`config.mk`:
```
export PLATFORM = sky130hd
export DESIGN_NAME = cartridge_bank_mapper
export DESIGN_NICKNAME = d
export VERILOG_FILES = /design/src/hdl/cbm_pkg.sv /design/src/hdl/cbm_core.sv /design/src/hdl/cartridge_bank_mapper.sv
export SDC_FILE = /design/constraint.sdc
export NUM_CORES = 1
export LEC_CHECK = 0
export ABC_CLOCK_PERIOD_IN_PS = 4900
export BUFFER_PORTS_ARGS = -buffer_cell sky130_fd_sc_hd__buf_4
export CAP_MARGIN = 20
export CORE_ASPECT_RATIO = 1.4
export CORE_MARGIN = 2
export CORE_UTILIZATION = 35
export CTS_CLUSTER_SIZE = 24
export DETAILED_ROUTE_END_ITERATION = 8
export SYNTH_ARGS = -nofsm -noshare
export SYNTH_HDL_FRONTEND = slang
export SYNTH_SLANG_ARGS = --single-unit
```
`constraint.sdc`:
```
create_clock -name clk -period 4.9 [get_ports clk]
set_input_delay 0.49 -clock clk [delete_from_list [all_inputs] [get_ports clk]]
set_output_delay 0.49 -clock clk [all_outputs]
set_load 0.02 [all_outputs]
```
`src/hdl/cbm_pkg.sv`:
```
`timescale 1ns / 1ps
// ----------------------------------------------------------------------------
// cbm_pkg: shared types and codes of the cartridge bank mapper
// Item structs, bank state, configuration set, target and mapper codes.
// ----------------------------------------------------------------------------
package cbm_pkg;

    // Configuration port
    localparam int CFG_DATA_W  = 9;
    localparam int CFG_INDEX_W = 2;

    localparam logic [CFG_INDEX_W-1:0] CFG_MAPPER_KIND      = 2'd0;
    localparam logic [CFG_INDEX_W-1:0] CFG_ROM_BANK_COUNT   = 2'd1;
    localparam logic [CFG_INDEX_W-1:0] CFG_RAM_BANK_COUNT   = 2'd2;
    localparam logic [CFG_INDEX_W-1:0] CFG_BOOT_ROM_PRESENT = 2'd3;

    // Mapper kinds
    localparam logic [1:0] KIND_PLAIN     = 2'd0;
    localparam logic [1:0] KIND_MBC1      = 2'd1;
    localparam logic [1:0] KIND_MBC1_MODE = 2'd2;
    localparam logic [1:0] KIND_MBC3      = 2'd3;

    // Access kinds
    localparam logic OP_READ  = 1'b0;
    localparam logic OP_WRITE = 1'b1;

    // Access targets
    localparam logic [2:0] TGT_NONE    = 3'd0;
    localparam logic [2:0] TGT_BOOT    = 3'd1;
    localparam logic [2:0] TGT_ROM     = 3'd2;
    localparam logic [2:0] TGT_RAM     = 3'd3;
    localparam logic [2:0] TGT_RAM_OFF = 3'd4;

    // Control write regions, address bits 14:13 below 0x8000
    localparam logic [1:0] REG_RAM_ENABLE = 2'd0;
    localparam logic [1:0] REG_ROM_BANK   = 2'd1;
    localparam logic [1:0] REG_RAM_BANK   = 2'd2;
    localparam logic [1:0] REG_MODE       = 2'd3;

    // Bus constants
    localparam logic [15:0] BOOT_OFF_ADDR  = 16'hFF50;
    localparam logic [7:0]  BOOT_OFF_DATA  = 8'h01;
    localparam logic [3:0]  RAM_EN_KEY     = 4'hA;
    localparam logic [2:0]  RAM_WINDOW_TOP = 3'b101;

    typedef struct packed {
        logic        opcode;
        logic [15:0] address;
        logic [7:0]  write_data;
    } cbm_req_t;

    typedef struct packed {
        logic [2:0]  target;
        logic [21:0] physical_address;
        logic        ram_write;
        logic [7:0]  rom_bank_now;
        logic [3:0]  ram_bank_now;
        logic        ram_on;
    } cbm_rsp_t;

    typedef struct packed {
        logic [7:0] rom_bank_select;
        logic [3:0] ram_bank_select;
        logic       ram_enable_flag;
        logic       ram_mode_flag;
        logic       boot_overlay_off;
    } cbm_state_t;

    typedef struct packed {
        logic [1:0] mapper_kind;
        logic [8:0] rom_bank_count;
        logic [4:0] ram_bank_count;
        logic       boot_rom_present;
    } cbm_cfg_t;

endpackage

```
`src/hdl/cbm_core.sv`:
```
`timescale 1ns / 1ps
// ----------------------------------------------------------------------------
// cbm_core: bank register update and address mapping
// Takes one bus access and the current bank state, gives the next state
// and the result item. Pure combinational logic.
// ----------------------------------------------------------------------------
module cbm_core (
    input  cbm_pkg::cbm_cfg_t   cfg,
    input  cbm_pkg::cbm_state_t state,
    input  cbm_pkg::cbm_req_t   req,
    output cbm_pkg::cbm_state_t state_next,
    output cbm_pkg::cbm_rsp_t   rsp
);

    logic [7:0] rom_mask;
    logic [3:0] ram_mask;
    logic       is_mbc1;
    logic [7:0] eff_bank;
    logic [3:0] ram_bank;
    logic       in_ram_window;

    // Bank masks from the bank counts
    always_comb
    begin
        rom_mask = 8'(cfg.rom_bank_count - 9'd1);
        ram_mask = (cfg.ram_bank_count == 5'd0) ? 4'd0 : 4'(cfg.ram_bank_count - 5'd1);
        is_mbc1  = cfg.mapper_kind inside {cbm_pkg::KIND_MBC1, cbm_pkg::KIND_MBC1_MODE};
    end

    // Control writes
    always_comb
    begin
        state_next = state;
        if (req.opcode == cbm_pkg::OP_WRITE)
        begin
            if (req.address == cbm_pkg::BOOT_OFF_ADDR && req.write_data == cbm_pkg::BOOT_OFF_DATA)
            begin
                state_next.boot_overlay_off = 1'b1;
            end
            if (!req.address[15])
            begin
                case (req.address[14:13])
                    cbm_pkg::REG_RAM_ENABLE:
                    begin
                        state_next.ram_enable_flag = (req.write_data[3:0] == cbm_pkg::RAM_EN_KEY);
                    end
                    cbm_pkg::REG_ROM_BANK:
                    begin
                        if (cfg.rom_bank_count > 9'd2)
                        begin
                            if (is_mbc1)
                            begin
                                state_next.rom_bank_select =
                                    {state.rom_bank_select[7:5], req.write_data[4:0]};
                            end
                            else if (cfg.mapper_kind == cbm_pkg::KIND_MBC3)
                            begin
                                state_next.rom_bank_select =
                                    {state.rom_bank_select[7], req.write_data[6:0]};
                            end
                        end
                    end
                    cbm_pkg::REG_RAM_BANK:
                    begin
                        if (is_mbc1)
                        begin
                            if (state.ram_mode_flag)
                            begin
                                state_next.ram_bank_select =
                                    {2'b00, req.write_data[1:0]} & ram_mask;
                            end
                            else
                            begin
                                state_next.rom_bank_select = {state.rom_bank_select[7],
                                    req.write_data[1:0], state.rom_bank_select[4:0]};
                                state_next.ram_bank_select = 4'd0;
                            end
                        end
                        else if (cfg.mapper_kind == cbm_pkg::KIND_MBC3)
                        begin
                            // only RAM bank numbers 0..7; RTC selects are ignored
                            if (req.write_data[7:3] == 5'd0)
                            begin
                                state_next.ram_bank_select = req.write_data[3:0] & ram_mask;
                            end
                        end
                    end
                    cbm_pkg::REG_MODE:
                    begin
                        if (cfg.mapper_kind == cbm_pkg::KIND_MBC1_MODE)
                        begin
                            state_next.ram_mode_flag = req.write_data[0];
                            if (req.write_data[0])
                            begin
                                state_next.rom_bank_select[6:5] = 2'b00;
                            end
                            else
                            begin
                                state_next.ram_bank_select = 4'd0;
                            end
                        end
                    end
                    default:
                    begin
                        state_next = state;
                    end
                endcase
            end
        end
    end

    // Effective banks after the access (reads and RAM writes leave them alone)
    always_comb
    begin
        eff_bank = state_next.rom_bank_select;
        if (cfg.mapper_kind == cbm_pkg::KIND_PLAIN)
        begin
            eff_bank = 8'd1;
        end
        else if (is_mbc1)
        begin
            // 0x00, 0x20, 0x40, 0x60 step to the next bank
            if (!eff_bank[7] && eff_bank[4:0] == 5'd0)
            begin
                eff_bank = eff_bank | 8'd1;
            end
        end
        else if (eff_bank == 8'd0)
        begin
            eff_bank = 8'd1;
        end
        eff_bank = eff_bank & rom_mask;
        ram_bank = state_next.ram_bank_select & ram_mask;
    end

    // Target and physical address
    always_comb
    begin
        in_ram_window        = (req.address[15:13] == cbm_pkg::RAM_WINDOW_TOP);
        rsp.target           = cbm_pkg::TGT_NONE;
        rsp.physical_address = 22'd0;
        rsp.ram_write        = 1'b0;
        rsp.rom_bank_now     = eff_bank;
        rsp.ram_bank_now     = ram_bank;
        rsp.ram_on           = state_next.ram_enable_flag;
        if (req.opcode == cbm_pkg::OP_WRITE)
        begin
            if (in_ram_window)
            begin
                if (state_next.ram_enable_flag)
                begin
                    rsp.target           = cbm_pkg::TGT_RAM;
                    rsp.physical_address = {5'd0, ram_bank, req.address[12:0]};
                    rsp.ram_write        = 1'b1;
                end
                else
                begin
                    rsp.target = cbm_pkg::TGT_RAM_OFF;
                end
            end
        end
        else if (cfg.boot_rom_present && !state_next.boot_overlay_off
                 && req.address[15:8] == 8'd0)
        begin
            rsp.target           = cbm_pkg::TGT_BOOT;
            rsp.physical_address = {6'd0, req.address};
        end
        else if (req.address[15:14] == 2'b00)
        begin
            rsp.target           = cbm_pkg::TGT_ROM;
            rsp.physical_address = {6'd0, req.address};
        end
        else if (req.address[15:14] == 2'b01)
        begin
            rsp.target           = cbm_pkg::TGT_ROM;
            rsp.physical_address = {eff_bank, req.address[13:0]};
        end
        else if (in_ram_window)
        begin
            if (state_next.ram_enable_flag)
            begin
                rsp.target           = cbm_pkg::TGT_RAM;
                rsp.physical_address = {5'd0, ram_bank, req.address[12:0]};
            end
            else
            begin
                rsp.target = cbm_pkg::TGT_RAM_OFF;
            end
        end
    end

endmodule

```
`src/hdl/cartridge_bank_mapper.sv`:
```
`timescale 1ns / 1ps
// ----------------------------------------------------------------------------
// cartridge_bank_mapper: MBC1 / MBC3 style cartridge bank controller
// Maps CPU bus accesses to boot ROM, cartridge ROM or cartridge RAM and
// keeps the bank registers that control writes set.
//
//   channel  | signals                          | item
//   ---------+----------------------------------+-----------------------------
//   req      | req_valid, req_ready, req        | one bus access
//   rsp      | rsp_valid, rsp_ready, rsp        | target and physical address
//   cfg      | cfg_we, cfg_index, cfg_data      | configuration register write
//
// One item per cycle sustained while rsp is not stalled; an accepted req item
// passes the input register, then the result register, before rsp_valid
// rises for its rsp item.
// The bank state is read and updated in the single stage behind the input
// register, so consecutive items need no forwarding.
// A stalled rsp holds the result register; the input register still takes
// one more item, then req_ready drops.
// Reset restores the bank state and configuration registers to defaults.
// ----------------------------------------------------------------------------
module cartridge_bank_mapper (
    input  logic                                clk,
    input  logic                                rst_n,
    input  logic                                req_valid,
    output logic                                req_ready,
    input  cbm_pkg::cbm_req_t                   req,
    output logic                                rsp_valid,
    input  logic                                rsp_ready,
    output cbm_pkg::cbm_rsp_t                   rsp,
    input  logic                                cfg_we,
    input  logic [cbm_pkg::CFG_INDEX_W-1:0]     cfg_index,
    input  logic [cbm_pkg::CFG_DATA_W-1:0]      cfg_data
);

    logic                s1_valid_reg;
    cbm_pkg::cbm_req_t   s1_item_reg;
    logic                rsp_valid_reg;
    cbm_pkg::cbm_rsp_t   rsp_reg;
    cbm_pkg::cbm_state_t state_reg;
    cbm_pkg::cbm_state_t state_next;
    cbm_pkg::cbm_cfg_t   cfg_reg;
    cbm_pkg::cbm_rsp_t   rsp_next;
    logic                out_free;
    logic                s1_move;

    // Pipeline flow control
    assign out_free  = !rsp_valid_reg || rsp_ready;
    assign s1_move   = s1_valid_reg && out_free;
    assign req_ready = !s1_valid_reg || out_free;
    assign rsp_valid = rsp_valid_reg;
    assign rsp       = rsp_reg;

    // Mapping logic
    cbm_core u_core (
        .cfg        (cfg_reg),
        .state      (state_reg),
        .req        (s1_item_reg),
        .state_next (state_next),
        .rsp        (rsp_next)
    );

    // Valid bits and bank state
    always_ff @(posedge clk or negedge rst_n)
    begin
        if (!rst_n)
        begin
            s1_valid_reg                <= 1'b0;
            rsp_valid_reg               <= 1'b0;
            state_reg.rom_bank_select   <= 8'd1;
            state_reg.ram_bank_select   <= 4'd0;
            state_reg.ram_enable_flag   <= 1'b0;
            state_reg.ram_mode_flag     <= 1'b0;
            state_reg.boot_overlay_off  <= 1'b0;
        end
        else
        begin
            if (req_ready)
            begin
                s1_valid_reg <= req_valid;
            end
            if (out_free)
            begin
                rsp_valid_reg <= s1_valid_reg;
            end
            if (s1_move)
            begin
                state_reg <= state_next;
            end
        end
    end

    // Payload registers
    always_ff @(posedge clk)
    begin
        if (req_ready && req_valid)
        begin
            s1_item_reg <= req;
        end
        if (s1_move)
        begin
            rsp_reg <= rsp_next;
        end
    end

    // Configuration registers
    always_ff @(posedge clk or negedge rst_n)
    begin
        if (!rst_n)
        begin
            cfg_reg.mapper_kind      <= cbm_pkg::KIND_PLAIN;
            cfg_reg.rom_bank_count   <= 9'd2;
            cfg_reg.ram_bank_count   <= 5'd0;
            cfg_reg.boot_rom_present <= 1'b1;
        end
        else if (cfg_we)
        begin
            case (cfg_index)
                cbm_pkg::CFG_MAPPER_KIND:      cfg_reg.mapper_kind      <= cfg_data[1:0];
                cbm_pkg::CFG_ROM_BANK_COUNT:   cfg_reg.rom_bank_count   <= cfg_data[8:0];
                cbm_pkg::CFG_RAM_BANK_COUNT:   cfg_reg.ram_bank_count   <= cfg_data[4:0];
                cbm_pkg::CFG_BOOT_ROM_PRESENT: cfg_reg.boot_rom_present <= cfg_data[0];
                default:                       cfg_reg                  <= cfg_reg;
            endcase
        end
    end

endmodule

```
==> metrics.txt <==
GP Congestion 0.878; # rows 48; clk_lat worst skew 350 ps; FF-to-FF path depth 8; Nets 466; setup ws final around 2200 ps; first-pass GRT wire length 16100 um; CP top delay family simple AND/OR/NAND/NOR gates; Final Hold Violating Endpoints 0; vias per cell 5.18; RSZ-0062 raised after global routing false; Pleak 0.00214 uW; DR pass1 iterations 4; Routed Wire Length between 10000 and 15000 um; worst vdd ir 0.000152 V; TritonCTS clock tree yes; largest net degree at the start of global routing 40; Num Clock Sinks 95; Largest register FFs 37; CP Buf/Inv Count 1; Post-CTS Setup Inserts 0; post-DP HPWL between 7000 and 8000 um; Final Core Density between 40 and 50%; final hold slack 91.8 ps; initial antenna violation count 0; Yosys Warn Count 0; ys flop type edfxtp_1; Critical R2R Launch cfg_reg[1]$_DFFE_PN0P_; reg-to-reg setup timing slack 2180 ps; Setup Skew 8.70 ps; CP max FO 6; Fillers 1139; power per cell area 406 nW/um^2; DRT iter0 DRCs 225; syn_area_per_cell 12.9 um^2; DR vias 2973; Die Y 136 um; final setup TNS 0 ps; Sequential Area 2690 um^2; Final Non-Filler Cells 574; Worst-path clk slew 70 ps; Setup crit end kind flop; crit-path cells inv_1 > ha_1 > nor4b_1 > nor2_1 > a31oi_1 > a21oi_1 > or2_2 > a21bo_1; CP max-delay cell nor4b_1; WP data arrival 2820 ps; Max Freq 368 MHz; number of global-route vias before repair 2995; I/O pin total around 80; TritonCTS buffer count 9; RR Endpoint rsp[28]$_DFFE_PP_; Setup CP Type flop to flop; sequential share of the synthesized area 62.0%; # setup viols final 0; Remaining Overflow, GRT 0; die width 98.1 um; Post-synth EDFFs 62; Synth-to-Final Area Change 24.8%; Remaining DRCs 0; Post-synth ARST share 34.7%; CTS root buf clkbuf_16; Max clock buf depth 2; worst slack, placed 2260 ps; dominant cells by area after synthesis edfxtp_1 (43%), dfrtp_1 (17%), mux2_2 (6.0%); starting density of the core 35.6%; Worst-Margin Slew 961 ps; synthesized flop and latch total 95; WP data required 5000 ps; max-slew violations 0; PostCTS Resize Cnt 0; relative slew slack 35.0%; multi-input logic area 1550 um^2; placed cells about 560; Core Footprint 12200 um^2; Routed Antenna Nets 0; H-tree levels 3; share of layout cells above drive strength 1 around 31%; max cap viols 0; outcome finished clean; largest area contributor in the netlist edfxtp_1; PortBufs between 70 and 80; CTS Hold Bufs 0; crit path launch type flop; die area approximately 13000 um^2; WL/cell 17.7 um; final critical-path required period roughly 2700 ps; Yosys cell types 56; Final Cycle Share 55.5%; Ant. Diodes 0; critical path's largest stage delay between 700 and 800 ps; Synth top area share 42.9%; Min-Delay Path Class primary input to async pin; Syn Std Cell Area 4340 um^2; Total Routing Usage GR 15.7%; Cells after Synth 336
-- synth_stat cells, types with 4 or more instances --
master	number
edfxtp_1	62
dfrtp_1	30
mux2_2	23
nand2_1	23
o21ai_0	17
nor2_1	16
inv_1	15
nor2b_1	15
nor3_1	15
nand2b_1	10
clkbuf_1	7
mux2i_1	7
ha_1	6
nor4_1	6
nand3_1	5
a21boi_0	4
nand3b_1	4
nor4b_1	4
-- cell families after synthesis --
family	synth area share, %
xor+xnor	1.01
simple gates	17.0
buf+inv	2.36
mux	7.59
flops	62.0
compound gates	8.13
fa+ha+maj	1.73
other cells	0.0864
-- worst reg2reg max path: stages, from the launching register on --
cell	delay (ps)
dfrtp_1	420
inv_1	70
ha_1	190
nor4b_1	790
nor2_1	130
a31oi_1	250
a21oi_1	90
or2_2	350
a21bo_1	180
-- worst max path at each step --
stage	from	endpoint	slack, ps	cells after the start
6_report	cfg_reg[1]$_DFFE_PN0P_	rsp[28]$_DFFE_PP_	2180	8
5_1_grt	cfg_reg[1]$_DFFE_PN0P_	rsp[28]$_DFFE_PP_	1970	8
4_1_cts	cfg_reg[16]$_DFFE_PN0P_	rsp[28]$_DFFE_PP_	2240	7
3_5_place_dp	cfg_reg[16]$_DFFE_PN0P_	rsp[28]$_DFFE_PP_	2260	7
3_3_place_gp	cfg_reg[16]$_DFFE_PN0P_	rsp[28]$_DFFE_PP_	2370	7
2_1_floorplan	cfg_reg[1]$_DFFE_PN0P_	rsp[28]$_DFFE_PP_	2580	8
-- layout by cell type (no fill, tap or decap), types with 5 or more instances in the layout --
cell type / count
buf_4: 80
clkbuf_16: 9
dfrtp_1: 30
edfxtp_1: 62
ha_1: 6
inv_1: 15
mux2_2: 23
mux2i_1: 7
nand2_1: 23
nand2b_1: 10
nand3_1: 5
nor2_1: 16
nor2b_1: 15
nor3_1: 15
nor4_1: 6
o21ai_0: 17
-- final cells by class --
type | count | area share, %
clock buffers | 9 | 4.16
repair buffers | 81 | 11.6
clock inverters | 7 | 1.46
multi-input cells | 217 | 28.6
flip-flops and latches | 95 | 49.7
inverters | 15 | 1.04
well taps | 150 | 3.47
-- layer usage --
metal	share of wire (%)	track usage, %	up-vias
met2	54	28.0	83
met1	40	18.9	1454
met3	4.3	2.73	14
met5	0	0	-
li1	-	-	1422
met4	1.5	6.02	0
-- power by group --
| part | switching (uW) | internal [uW] | total (uW) |
|---|---|---|---|
| clock network | 308 | 402 | 710 |
| logic | 238 | 193 | 431 |
| registers | 83.1 | 973 | 1060 |
-- per-stage QoR --
stage	total power [uW]	cell area, um^2
3_5_place_dp	1500	5080
6_report	2200	5420
3_3_place_gp	1490	5080
5_1_grt	2290	5420
4_1_cts	2210	5390
2_1_floorplan	1330	4340
(Power assumes the default switching activity.)
